**src/sv/sdcp_pkg.sv**
```systemverilog
// Shared types, codes and constants for the serial display command parser.
package sdcp_pkg;

    // Frame size in bytes; the cursor wraps to 0 at this value
    localparam logic [15:0] FRAME_BYTES = 16'd384;
    localparam int          ADDR_W      = 9;

    // Attention codes (unquoted bytes below 4)
    localparam logic [7:0] ATN_LEFT  = 8'd0;
    localparam logic [7:0] ATN_RIGHT = 8'd1;
    localparam logic [7:0] ATN_BOTH  = 8'd2;
    localparam logic [7:0] ATN_QUOTE = 8'd3;
    localparam logic [7:0] ATN_LIMIT = 8'd4;

    // Command bytes
    localparam logic [7:0] CMD_RANDOM_LIFE   = 8'd64;
    localparam logic [7:0] CMD_EXPLICIT_LIFE = 8'd65;
    localparam logic [7:0] CMD_TEST_PATTERN  = 8'd66;
    localparam logic [7:0] CMD_HOLD_SINGLE   = 8'd67;
    localparam logic [7:0] CMD_HOLD_DOUBLE   = 8'd68;
    localparam logic [7:0] CMD_CLEAR         = 8'd70;
    localparam logic [7:0] CMD_SET_X         = 8'd71;
    localparam logic [7:0] CMD_SET_Y         = 8'd72;
    localparam logic [7:0] CMD_SWAP          = 8'd73;
    localparam logic [7:0] CMD_LIFE_STEP     = 8'd74;

    // Argument bytes are biased by this amount
    localparam logic [15:0] ARG_BIAS = 16'd128;

    typedef enum logic [2:0] {
        ACT_NONE   = 3'd0,
        ACT_WRITE  = 3'd1,
        ACT_CLEAR  = 3'd2,
        ACT_LIFE   = 3'd3,
        ACT_RANDOM = 3'd4,
        ACT_SWAP   = 3'd5
    } action_t;

    typedef enum logic [2:0] {
        MODE_RANDOM_LIFE   = 3'd0,
        MODE_EXPLICIT_LIFE = 3'd1,
        MODE_TEST_PATTERN  = 3'd2,
        MODE_HOLD_SINGLE   = 3'd3,
        MODE_HOLD_DOUBLE   = 3'd4
    } mode_t;

    // Parser state carried from item to item
    typedef struct packed {
        logic        addressed;
        logic        quote_pending;
        logic        expect_command;
        logic        expect_argument;
        logic        argument_is_y;
        logic [15:0] cursor;
        mode_t       mode;
        logic        write_to_shown;
        logic        shown_select;
    } parse_state_t;

    // One result item
    typedef struct packed {
        action_t             action;
        logic                target_buffer;
        logic [ADDR_W-1:0]   write_address;
        logic [7:0]          write_data;
        mode_t               run_mode;
        logic                show_buffer;
    } result_t;

endpackage

```
**src/sv/sdcp_decode.sv**
```systemverilog
// Next-state and result logic for one received item.
module sdcp_decode
    import sdcp_pkg::*;
(
    input  parse_state_t cur,
    input  logic         kind,
    input  logic [7:0]   rx_byte,
    input  logic         left_half,
    output parse_state_t nxt,
    output result_t      res
);

    logic [15:0] arg_val;
    logic [15:0] wr_cursor;
    logic [7:0]  own_code;
    logic        wr_target;

    assign arg_val   = {8'd0, rx_byte} - ARG_BIAS;
    assign wr_cursor = (cur.cursor >= FRAME_BYTES) ? 16'd0 : cur.cursor;
    assign own_code  = left_half ? ATN_LEFT : ATN_RIGHT;
    assign wr_target = cur.write_to_shown ? cur.shown_select : ~cur.shown_select;

    // Decode of one item
    always_comb begin
        action_t           act;
        logic              tgt;
        logic [ADDR_W-1:0] addr;
        logic [7:0]        data;

        nxt  = cur;
        act  = ACT_NONE;
        tgt  = 1'b0;
        addr = '0;
        data = '0;

        if (kind) begin
            // external swap notice from the main loop
            nxt.shown_select = ~cur.shown_select;
        end else if (!cur.quote_pending && rx_byte < ATN_LIMIT) begin
            // attention code
            if (rx_byte == ATN_QUOTE) begin
                nxt.quote_pending = 1'b1;
            end else if (rx_byte == ATN_BOTH || rx_byte == own_code) begin
                nxt.addressed      = 1'b1;
                nxt.expect_command = 1'b1;
            end else begin
                nxt.addressed      = 1'b0;
                nxt.expect_command = 1'b0;
            end
        end else begin
            nxt.quote_pending = 1'b0;
            if (cur.addressed) begin
                if (cur.expect_command) begin
                    nxt.expect_command = 1'b0;
                    if (!cur.expect_argument) begin
                        case (rx_byte)
                            CMD_RANDOM_LIFE: begin
                                nxt.mode = MODE_RANDOM_LIFE;
                                act      = ACT_RANDOM;
                                tgt      = ~cur.shown_select;
                            end
                            CMD_EXPLICIT_LIFE: begin
                                nxt.mode = MODE_EXPLICIT_LIFE;
                            end
                            CMD_TEST_PATTERN: begin
                                nxt.mode = MODE_TEST_PATTERN;
                            end
                            CMD_HOLD_SINGLE: begin
                                nxt.mode           = MODE_HOLD_SINGLE;
                                nxt.write_to_shown = 1'b1;
                            end
                            CMD_HOLD_DOUBLE: begin
                                nxt.mode           = MODE_HOLD_DOUBLE;
                                nxt.write_to_shown = 1'b0;
                            end
                            CMD_CLEAR: begin
                                act        = ACT_CLEAR;
                                tgt        = wr_target;
                                nxt.cursor = '0;
                            end
                            CMD_SET_X, CMD_SET_Y: begin
                                nxt.expect_command  = 1'b1;
                                nxt.expect_argument = 1'b1;
                                nxt.argument_is_y   = (rx_byte == CMD_SET_Y);
                            end
                            CMD_SWAP: begin
                                nxt.shown_select = ~cur.shown_select;
                                act              = ACT_SWAP;
                                tgt              = ~cur.shown_select;
                            end
                            CMD_LIFE_STEP: begin
                                act              = ACT_LIFE;
                                tgt              = ~cur.shown_select;
                                nxt.shown_select = ~cur.shown_select;
                            end
                            default: begin
                                // unknown command: ignored
                            end
                        endcase
                    end else begin
                        // argument byte for a cursor command
                        nxt.expect_argument = 1'b0;
                        if (cur.argument_is_y) begin
                            nxt.cursor = {arg_val[12:0], cur.cursor[2:0]};
                        end else begin
                            nxt.cursor = arg_val + {cur.cursor[15:3], 3'b000};
                        end
                    end
                end else begin
                    // frame data written at the cursor
                    act        = ACT_WRITE;
                    tgt        = wr_target;
                    addr       = wr_cursor[ADDR_W-1:0];
                    data       = rx_byte;
                    nxt.cursor = wr_cursor + 16'd1;
                end
            end
        end

        res.action        = act;
        res.target_buffer = tgt;
        res.write_address = addr;
        res.write_data    = data;
        res.run_mode      = nxt.mode;
        res.show_buffer   = nxt.shown_select;
    end

endmodule

```
**src/sv/sdcp_out.sv**
```systemverilog
// Result register with a skid entry so input can flow while the output stalls.
module sdcp_out
    import sdcp_pkg::*;
(
    input  logic    aclk,
    input  logic    aresetn,
    input  logic    in_valid,
    output logic    in_ready,
    input  result_t in_res,
    output logic    out_valid,
    input  logic    out_ready,
    output result_t out_res
);

    logic    main_valid_reg;
    logic    skid_valid_reg;
    result_t main_reg;
    result_t skid_reg;
    logic    pop;
    logic    push;

    assign in_ready  = ~skid_valid_reg;
    assign pop       = main_valid_reg & out_ready;
    assign push      = in_valid & in_ready;
    assign out_valid = main_valid_reg;
    assign out_res   = main_reg;

    // Control flags
    always_ff @(posedge aclk) begin
        if (!aresetn) begin
            main_valid_reg <= 1'b0;
            skid_valid_reg <= 1'b0;
        end else if (skid_valid_reg) begin
            if (pop) begin
                skid_valid_reg <= 1'b0;
            end
        end else if (!main_valid_reg || pop) begin
            main_valid_reg <= push;
        end else if (push) begin
            skid_valid_reg <= 1'b1;
        end
    end

    // Payload
    always_ff @(posedge aclk) begin
        if (skid_valid_reg) begin
            if (pop) begin
                main_reg <= skid_reg;
            end
        end else if (!main_valid_reg || pop) begin
            main_reg <= in_res;
        end else if (push) begin
            skid_reg <= in_res;
        end
    end

endmodule

```
**src/sv/serial_display_command_parser_unit.sv**
```systemverilog
// Top level of the serial display command parser.
//
// Takes one item per clock while s_tready is high: a received serial byte
// (s_tuser = 0) or a notice that the main loop swapped the frame buffers
// (s_tuser = 1). Each item yields exactly one result, presented on the
// cycle after it is accepted unless earlier results are still waiting,
// carrying the action (m_tuser), its target buffer, write address and data,
// the run mode and the buffer on display. The parser state updates in the
// accepting cycle, so a new item can be taken every clock; a two-entry output
// stage lets input flow while m_tready is low; input stalls only once both
// entries hold results. The user writes left_half through cfg_wr_en/cfg_wr_data
// only while the block is idle; the block itself does not enforce this.
module serial_display_command_parser_unit
    import sdcp_pkg::*;
(
    input  logic        aclk,
    input  logic        aresetn,
    input  logic        cfg_wr_en,
    input  logic        cfg_wr_data,    // left_half
    input  logic        s_tvalid,
    output logic        s_tready,
    input  logic [7:0]  s_tdata,        // [7:0] rx_byte
    input  logic        s_tuser,        // [0] kind
    output logic        m_tvalid,
    input  logic        m_tready,
    output logic [23:0] m_tdata,        // [0] target_buffer, [9:1] write_address,
                                        // [17:10] write_data, [20:18] run_mode,
                                        // [21] show_buffer, [23:22] zero
    output logic [2:0]  m_tuser         // [2:0] action
);

    parse_state_t state_reg;
    parse_state_t state_next;
    logic         left_half_reg;
    result_t      dec_res;
    result_t      out_res;
    logic         accept;

    assign accept = s_tvalid & s_tready;

    // Configuration register
    always_ff @(posedge aclk) begin
        if (!aresetn) begin
            left_half_reg <= 1'b0;
        end else if (cfg_wr_en) begin
            left_half_reg <= cfg_wr_data;
        end
    end

    // Parser state
    always_ff @(posedge aclk) begin
        if (!aresetn) begin
            state_reg <= '{
                addressed:       1'b0,
                quote_pending:   1'b0,
                expect_command:  1'b0,
                expect_argument: 1'b0,
                argument_is_y:   1'b0,
                cursor:          16'd0,
                mode:            MODE_RANDOM_LIFE,
                write_to_shown:  1'b0,
                shown_select:    1'b0
            };
        end else if (accept) begin
            state_reg <= state_next;
        end
    end

    sdcp_decode u_decode (
        .cur       (state_reg),
        .kind      (s_tuser),
        .rx_byte   (s_tdata),
        .left_half (left_half_reg),
        .nxt       (state_next),
        .res       (dec_res)
    );

    sdcp_out u_out (
        .aclk      (aclk),
        .aresetn   (aresetn),
        .in_valid  (s_tvalid),
        .in_ready  (s_tready),
        .in_res    (dec_res),
        .out_valid (m_tvalid),
        .out_ready (m_tready),
        .out_res   (out_res)
    );

    // Result packing
    assign m_tuser = out_res.action;
    assign m_tdata = {2'b00, out_res.show_buffer, out_res.run_mode, out_res.write_data,
                      out_res.write_address, out_res.target_buffer};

endmodule
```
**config.mk**
```make
export PLATFORM = sky130hd
export DESIGN_NAME = serial_display_command_parser_unit
export DESIGN_NICKNAME = d
export VERILOG_FILES = /design/src/sv/sdcp_pkg.sv /design/src/sv/sdcp_decode.sv /design/src/sv/sdcp_out.sv /design/src/sv/serial_display_command_parser_unit.sv
export SDC_FILE = /design/constraint.sdc
export NUM_CORES = 1
export LEC_CHECK = 0
export BUFFER_PORTS_ARGS = -buffer_cell sky130_fd_sc_hd__buf_2
export CAP_MARGIN = 10
export CORE_MARGIN = 2
export CORE_UTILIZATION = 50
export DETAILED_ROUTE_END_ITERATION = 8
export GPL_ROUTABILITY_DRIVEN = 0
export GPL_TIMING_DRIVEN = 1
export HOLD_SLACK_MARGIN = 0.08
export PLACE_DENSITY = 0.69
export SETUP_SLACK_MARGIN = 0.05
export SLEW_MARGIN = 20
export SYNTH_ARGS = -nofsm -noshare
export SYNTH_HDL_FRONTEND = slang
export SYNTH_SLANG_ARGS = --single-unit
export TNS_END_PERCENT = 100
```
**constraint.sdc**
```tcl
create_clock -name aclk -period 5.4 [get_ports aclk]
set_input_delay 0.54 -clock aclk [delete_from_list [all_inputs] [get_ports aclk]]
set_output_delay 0.54 -clock aclk [all_outputs]
set_load 0.01 [all_outputs]
```
==> results_dict.tcl, run 1 <==
set metrics [dict create \
    internal_power_uw 930 \
    viasPerCell 6.01 \
    p_leak_uw 0.00189 \
    async_reset_ff_frac 0 \
    synth_ff_type "edfxtp_1" \
    cts_setup_buffers 0 \
    synth_edf_count 50 \
    pwr-share-seq 0.542 \
    cp_cell_sequence "nor4_1 > and3_1 > and2_1 > ha_1 > and3_1 > nand3_1 > xor2_1 > o21ai_0 > a21oi_1 > nor2_1" \
    drc 0 \
    setup_violations 0 \
    cts_buffer_depth 2 \
    finalWirelength_mm 9.74 \
    min_period_ns 2.48 \
    ff_latch_area_sq_um 2080 \
    clkPwrFrac 0.364 \
    nets 489 \
    final_core_util 0.564 \
    synthSimpleGateAreaFrac 0.176 \
    multi_input_area_sq_um 2170 \
    finalMaxSlewViolations 0 \
    cts-buffers-inserted 9 \
    hold_viol_final 0 \
    setup_tns_ns 0 \
    filler_cell_count 718 \
    rsz0062_at_grt "no" \
    cts_tree "done" \
    maxCapViolations 0 \
    initial_core_util 0.510 \
    synth_top_cell_by_area "edfxtp_1" \
    ctsHoldBuffers 0 \
    ant_nets 0 \
    end_kind "flip-flop" \
    cp.arrival_ns 2.74 \
    cp_common_cell "and3_1" \
    synthAdderAreaFrac 0.0417 \
    largest_reg_flops 26 \
    n_antenna_cell 0 \
    cp_max_fo 13 \
    stdcell_count 573 \
    grt_overflow 0 \
    power.switching_uw 318 \
    ys_warn_count 0 \
    layout_commonest_cell "edfxtp_1" \
    post_drt_wl_per_cell_um 17.0 \
    portBuffers 41 \
    slew_headroom 0.365 \
    cts_resized 0 \
    syn_area_per_cell_sq_um 10.2 \
    seq_area_frac_synth 0.475 \
    cts.clk_slew.worst_paths_ns 0.09 \
    finalClockSkew_ns 0.0151 \
    switching_share 0.255 \
    synth_mux_area_frac 0.0802 \
    drtIter0Drc 349 \
    grt_usage 0.208 \
    clk_latency_ns 0.36 \
    grt_max_degree 29 \
    grt_pass1_vias 3273 \
    worstHoldPathType "input port to flip-flop" \
    startpoint_type "flip-flop" \
    design.portCount 44 \
    finalCritPeriodShare 0.459 \
    most-common-layout-cells "50 x edfxtp_1, 41 x buf_2, 32 x nand2_1" \
    die_area_sq_um 9530 \
    antenna_found_initial 0 \
    die_w_um 97.6 \
    synth_cells 428 \
    core_area_sq_um 8590 \
    max_stage_delay_ns 0.45 \
    powerDensity_nw_per_um2 258 \
    final_layout_size_suffix_gt1_frac 0.202 \
    synth_top_family_by_area "simple AND/OR/NAND/NOR gates" \
    die_y_um 97.6 \
    area_growth_syn_to_layout_pct 10.5 \
    vias 3444 \
    synth_compound_area_frac 0.168 \
    ys_seq_elements 79 \
    dp_hpwl_mm 6.74 \
    p_comb_frac 0.094 \
    placedCellCount 557 \
    worst_pin_slew_ns 0.951 \
    syn_area_sq_um 4380 \
    cts_sinks 79 \
    vdd_ir_drop_max_uv 151 \
    synth_top_cell_area_share 0.343 \
    timing.fmax_mhz 404 \
    row_count 34 \
    drt_pass1_iterations 4 \
    outcome "completed" \
    cpMaxStageDelayCell "and3_1" \
    grt_pass1_wl_mm 16.1 \
    r2r_slack_ns 2.92 \
    synth_cell_type_count 60 \
    required_ns 5.66 \
    h-tree-depth 3 \
    synthXorXnorAreaFrac 0.0260 \
    clockRootBuffer "clkbuf_8" \
    synthTopCellsByArea "edfxtp_1 34%, dfxtp_1 13%, mux2_2 6.4%" \
    criticalPathCategory "flip-flop to flip-flop" \
]
metrics by stage:
step                      power, uW  area [sq um]  hold slack, ns  setup WS, ns
after floorplan                 765          4390           0.448          2.70
after global placement          805          4640           0.478          2.66
after detailed placement        808          4640           0.492          2.61
after CTS                      1260          4840           0.433          2.93
after global routing           1290          4840           0.478          2.71
final                          1250          4840           0.438          2.92
logic make-up (layout without fill, tap and decap cells):
family / after synthesis / count (layout)
DFF: 79 / 79
and+or+nand+nor: 147 / 147
other: 1 / 2
buffers and inverters: 33 / 69
xor gates and xnor gates: 13 / 13
AOI/OAI and AO/OA: 109 / 109
muxes: 32 / 32
adders and majority gates: 14 / 14
layer usage:
metal	part of all wire	global-route usage
met3	0.060	0.0489
met1	0.48	0.292
met2	0.45	0.321
met5	0	0
met4	0.011	0.0620
power by group through the flow:
| stage | combinational [uW] | clock [uW] | sequential, uW |
|---|---|---|---|
| after floorplan | 61.4 | 0 | 704 |
| after global placement | 114 | 0 | 690 |
| after detailed placement | 117 | 0 | 691 |
| after CTS | 118 | 460 | 677 |
| after global routing | 129 | 484 | 680 |
| final | 117 | 454 | 677 |
critical path, delay by kind of cell (launching register included):
kind | cells | cell delay [ns]
AND/OR/NAND/NOR | 6 | 1.44
flip-flops | 1 | 0.35
AO/OA/AOI/OAI | 2 | 0.24
adder cells (fa/ha/maj) | 1 | 0.20
XOR/XNOR | 1 | 0.15
cells in the mapped netlist (all sizes together), types with 7 or more instances:
cell type and number:
nand3 10, mux2i 7, edfxtp 50, clkbuf 13
dfxtp 29, and3 15, nor2 19, and2 10
buf 9, xnor2 8, mux2 25, ha 13
o21ai 32, inv 11, a211oi 9, nor4 9
a21oi 16, a21boi 7, or3 9, nor2b 12
nor3 18, nand2 32
final timing paths:
path                 startpoint             to  depth (start not counted)
setup / recovery  state_reg[14]  state_reg[11]                         10
hold / removal      cfg_wr_data  left_half_reg                          3
setup reg to reg  state_reg[14]  state_reg[11]                         10
hold reg to reg   state_reg[16]  state_reg[16]                          2
final cells by class:
class / count / share of cell area
well taps: 108 / 0.0279
repair buffers: 42 / 0.0439
clock buffers: 9 / 0.0256
clock inverters: 7 / 0.0165
multi-input cells: 317 / 0.448
flip-flops and latches: 79 / 0.430
inverters: 11 / 0.00852
No activity file was read; power rests on OpenSTA's default activity.
==> run 2: changes to the inputs <==
- ABC_AREA: unset -> 1
- clock period: 5.4 -> 2.3 ns (I/O delays scaled with it)
==> results_dict.tcl, run 2 <==
set metrics [dict create \
    outcome "completed" \
    clk_latency_ns 0.37 \
    maxCapViolations 0 \
    startpoint_type "flip-flop" \
    grt_usage 0.211 \
    cts-buffers-inserted 9 \
    vdd_ir_drop_max_uv 308 \
    timing.fmax_mhz 466 \
    criticalPathCategory "flip-flop to flip-flop" \
    slew_headroom 0.362 \
    ys_seq_elements 79 \
    min_period_ns 2.15 \
    power_uw 2910 \
    design.portCount 44 \
    synth_cells 547 \
    antenna_found_initial 0 \
    worstHoldPathType "input port to flip-flop" \
    async_reset_ff_frac 0 \
    synth_edf_count 50 \
    worst_pin_slew_ns 0.956 \
    most-common-layout-cells "167 x nand2_1, 50 x inv_1, 50 x edfxtp_1" \
    grt_pass1_vias 3491 \
    finalMaxSlewViolations 0 \
    grt_overflow 0 \
    placedCellCount 689 \
    drt_pass1_iterations 5 \
    synth_common_cells "167 x nand2_1, 50 x edfxtp_1, 50 x inv_1, 43 x nor2_1, 40 x a21oi_1" \
    ys_warn_count 0 \
    synth_ff_type "edfxtp_1" \
    die_w_um 97.7 \
    setup_violations 0 \
    cts_sinks 79 \
    synth_top_cell_area_share 0.342 \
    powerDensity_nw_per_um2 587 \
    row_count 34 \
    portBuffers 41 \
    ant_nets 0 \
    h-tree-depth 3 \
    viasPerCell 5.26 \
    seq_area_frac_synth 0.474 \
    cts.clk_slew.worst_paths_ns 0.09 \
    grt_max_degree 30 \
    clockRootBuffer "clkbuf_8" \
    die_area_sq_um 9540 \
    placed_cell_area_sq_um 4690 \
    final_layout_size_suffix_gt1_frac 0.188 \
    stdcell_count 713 \
    layout_commonest_cell "nand2_1" \
    initial_core_util 0.508 \
    p_leak_uw 0.00223 \
    cts_buffer_depth 2 \
    vias 3752 \
    drtIter0Drc 212 \
    finalCritPeriodShare 0.933 \
    cp_max_fo 5 \
    core_area_sq_um 8640 \
    n_antenna_cell 0 \
    filler_cell_count 832 \
    synth.most_common_cell "nand2_1" \
    drc 0 \
    synth_cell_type_count 38 \
    multi_input_area_sq_um 2010 \
    syn_area_per_cell_sq_um 8.02 \
    end_kind "flip-flop" \
    grt_pass1_wl_mm 16.3 \
    cp.arrival_ns 2.44 \
    ff_latch_area_sq_um 2080 \
    die_y_um 97.7 \
    synth_top_cell_by_area "edfxtp_1" \
    nets 629 \
    syn_area_sq_um 4390 \
    dp_hpwl_mm 7.21 \
    area_growth_syn_to_layout_pct 12.7 \
    r2r_slack_ns 0.15 \
    final_core_util 0.573 \
    required_ns 2.59 \
    hold_viol_final 0 \
    cts_tree "done" \
    finalInstanceArea_sq_um 4950 \
    finalClockSkew_ns 0.0157 \
    setup_tns_ns 0 \
    finalWirelength_mm 9.86 \
    post_drt_wl_per_cell_um 13.8 \
    synthTopCellsByArea "edfxtp_1 34%, nand2_1 14%, dfxtp_1 13%" \
    largest_reg_flops 26 \
]
## run 2: changes by cell type after synthesis, moves of 10 or more
cell	delta
a21oi_1	+25
and3_1	-15
and2_1	-10
inv_1	+40
nor2_2	+13
mux2_2	-25
nor2b_1	-12
nor2_1	+24
nor3_1	-13
nand3_1	+24
nand2_1	+135
## run 2: logic make-up after synthesis
family                   synth area share
XOR/XNOR                           0.0120
AO/OA/AOI/OAI                       0.116
adder cells (fa/ha/maj)            0.0416
buffers and inverters              0.0710
other                            0.000854
AND/OR/NAND/NOR                     0.284
flip-flops                          0.474
## run 2: path summary, 6_finish.rpt
| kind | cells past startpoint | from | to |
|---|---|---|---|
| worst max register to register | 13 | state_reg[16] | state_reg[11] |
| worst min register to register | 2 | state_reg[15] | state_reg[15] |
| worst min-delay path | 3 | s_tvalid | u_out.out_valid |
| worst max-delay path | 13 | state_reg[16] | state_reg[11] |
## run 2: layout make-up
type	instances	share of cell area
well taps	108	0.0273
clock inverters	7	0.0111
inverters	59	0.0453
clock buffers	9	0.0250
multi-input cells	396	0.407
flip-flops and latches	79	0.421
repair buffers	55	0.0637
## run 2: report_power, final
part           switching [uW]  total, uW  internal (uW)
Combinational             208        306           98.1
Sequential               21.8       1620           1590
Clock                     577        984            407
Total                     806       2910           2100
## run 2: metal layers
metal  global-route usage  share of wire  vias up
li1                     -              -     1914
met1                0.289           0.47     1696
met2                0.336           0.46      117
met4               0.0823          0.025        0
met3               0.0317          0.046       25
met5                    0              0        -
## run 2: worst max-delay path: stages, from the launching register on
cell,delay (ns)
dfxtp_1,0.34
nor2_1,0.15
nand3_1,0.15
nor2_4,0.20
buf_4,0.15
nand2_2,0.07
inv_2,0.07
ha_1,0.17
nand3_1,0.14
nor2_2,0.20
nand2_1,0.12
nand2_1,0.07
nand3_1,0.08
a31oi_1,0.15
## run 2: repair_timing
action                                  4_1_cts  5_1_grt
endpoints found under the setup margin        0        3
buffers inserted                              0        6
hold endpoints to repair                      1        0
hold buffers                                  2        0
gates resized for setup                       0        2
## run 2: through the flow
stage	hold WS, ns	setup WS, ns
floorplan	0.324	0.213
global placement	0.419	0.269
detailed placement	0.426	0.236
CTS	0.166	0.246
global route	0.186	-0.0352
finish	0.181	0.153
==> run 3: changes to the inputs <==
- clock period: 2.3 -> 2.56 ns (I/O delays scaled with it)
==> results_dict.tcl, run 3 (synthesized netlist as in run 2, its figures left out) <==
set metrics [dict create \
    outcome "completed" \
    worst_pin_slew_ns 0.949 \
    dp_hpwl_mm 7.13 \
    most-common-layout-cells "167 x nand2_1, 50 x inv_1, 50 x edfxtp_1" \
    finalMaxSlewViolations 0 \
    required_ns 2.78 \
    grt_pass1_wl_mm 16.2 \
    cts_resized 0 \
    whs_path_depth 3 \
    worstHoldPathType "input port to flip-flop" \
    placedCellCount 686 \
    drc 0 \
    h-tree-depth 3 \
    finalCritPeriodShare 0.823 \
    setup_violations 0 \
    r2r_slack_ns 0.45 \
    portBuffers 41 \
    end_kind "flip-flop" \
    row_count 34 \
    cts_buffer_depth 2 \
    core_area_sq_um 8640 \
    setup_tns_ns 0 \
    cts_sinks 79 \
    area_growth_syn_to_layout_pct 11.1 \
    hold-path-endpoint "left_half_reg" \
    reg2reg_from "state_reg[23]" \
    min_period_ns 2.11 \
    nets 619 \
    finalClockSkew_ns 0.0145 \
    drt_pass1_iterations 4 \
    cts_setup_buffers 0 \
    maxCapViolations 0 \
    grt_overflow 0 \
    criticalPathCategory "flip-flop to flip-flop" \
    die_y_um 97.7 \
    slew_headroom 0.366 \
    stdcell_count 703 \
    clk_latency_ns 0.35 \
    grt_usage 0.208 \
    drtIter0Drc 186 \
    cp_max_fo 11 \
    cts-buffers-inserted 9 \
    grt_max_degree 30 \
    ant_nets 0 \
    die_area_sq_um 9540 \
    finalWirelength_mm 9.53 \
    hp-start "cfg_wr_data" \
    post_drt_wl_per_cell_um 13.5 \
    timing.fmax_mhz 474 \
    antenna_found_initial 0 \
    design.portCount 44 \
    startpoint_type "flip-flop" \
    largest_reg_flops 26 \
    p_leak_uw 0.00219 \
    ff2ff_path_depth 7 \
    hold_viol_final 0 \
    cts_tree "done" \
    powerDensity_nw_per_um2 542 \
    grt_pass1_vias 3500 \
    rsz0062_at_grt "no" \
    vias 3693 \
    clockRootBuffer "clkbuf_8" \
    vdd_ir_drop_max_uv 334 \
    initial_core_util 0.508 \
    n_antenna_cell 0 \
    cp.arrival_ns 2.33 \
    final_layout_size_suffix_gt1_frac 0.170 \
    cts.clk_slew.worst_paths_ns 0.09 \
    viasPerCell 5.25 \
    die_w_um 97.7 \
    r2r_end "state_reg[9]" \
    layout_commonest_cell "nand2_1" \
]
==> run 3: metrics by stage <==
step	utilization	total power, uW	area, sq um	worst slack, ns	hold slack [ns]
2_1_floorplan	-	1650	4390	0.473	0.350
3_3_place_gp	0.541	1740	4670	0.498	0.446
3_5_place_dp	0.541	1750	4670	0.472	0.452
4_1_cts	0.565	2660	4880	0.473	0.117
5_1_grt	0.565	2750	4880	0.270	0.129
6_report	0.565	2650	4880	0.452	0.121
==> run 3: per-layer routing <==
metal | routed length [um] | up-vias | track usage
li1 | - | 1885 | -
met1 | 4490 | 1698 | 0.282
met2 | 4470 | 96 | 0.335
met3 | 408 | 14 | 0.0417
met4 | 154 | 0 | 0.0673
met5 | 0 | - | 0
==> run 3: worst max-delay path, cell delays in order, from the launching register on <==
cell	delay, ns
dfxtp_1	0.48
inv_1	0.27
nor2_1	0.37
nand2_1	0.11
nand2_2	0.25
inv_1	0.22
o21ai_0	0.21
a31oi_1	0.06
==> run 3: final cells by class <==
class	instances	area (sq um)
Inverter	59	224
Sequential cell	79	2080
Multi-Input combinational cell	396	2000
Timing Repair Buffer	45	238
Clock inverter	7	71.3
Tap cell	108	135
Clock buffer	9	124
Fill cell	846	3760
==> run 3: power by group <==
group / leakage, uW / internal [uW] / switching [uW]
clock: 0.0000949 / 451 / 474
sequential: 0.000746 / 1430 / 19.6
combinational: 0.00135 / 86.4 / 183
==> run 3: worst max path at each step <==
stage	startpoint	endpoint	slack, ns	cells past startpoint
floorplan	u_out.skid_valid_reg	u_out.out_res[0]	0.47	2
global placement	s_tdata[3]	state_reg[18]	0.50	11
detailed placement	s_tdata[3]	state_reg[18]	0.47	11
CTS	state_reg[23]	state_reg[9]	0.47	7
global route	state_reg[16]	state_reg[13]	0.27	12
finish	state_reg[23]	state_reg[9]	0.45	7
==> run 3: what timing repair did <==
action,CTS,global route
endpoints found under the hold margin,1,0
setup endpoints to repair,0,0
hold buffers,1,0
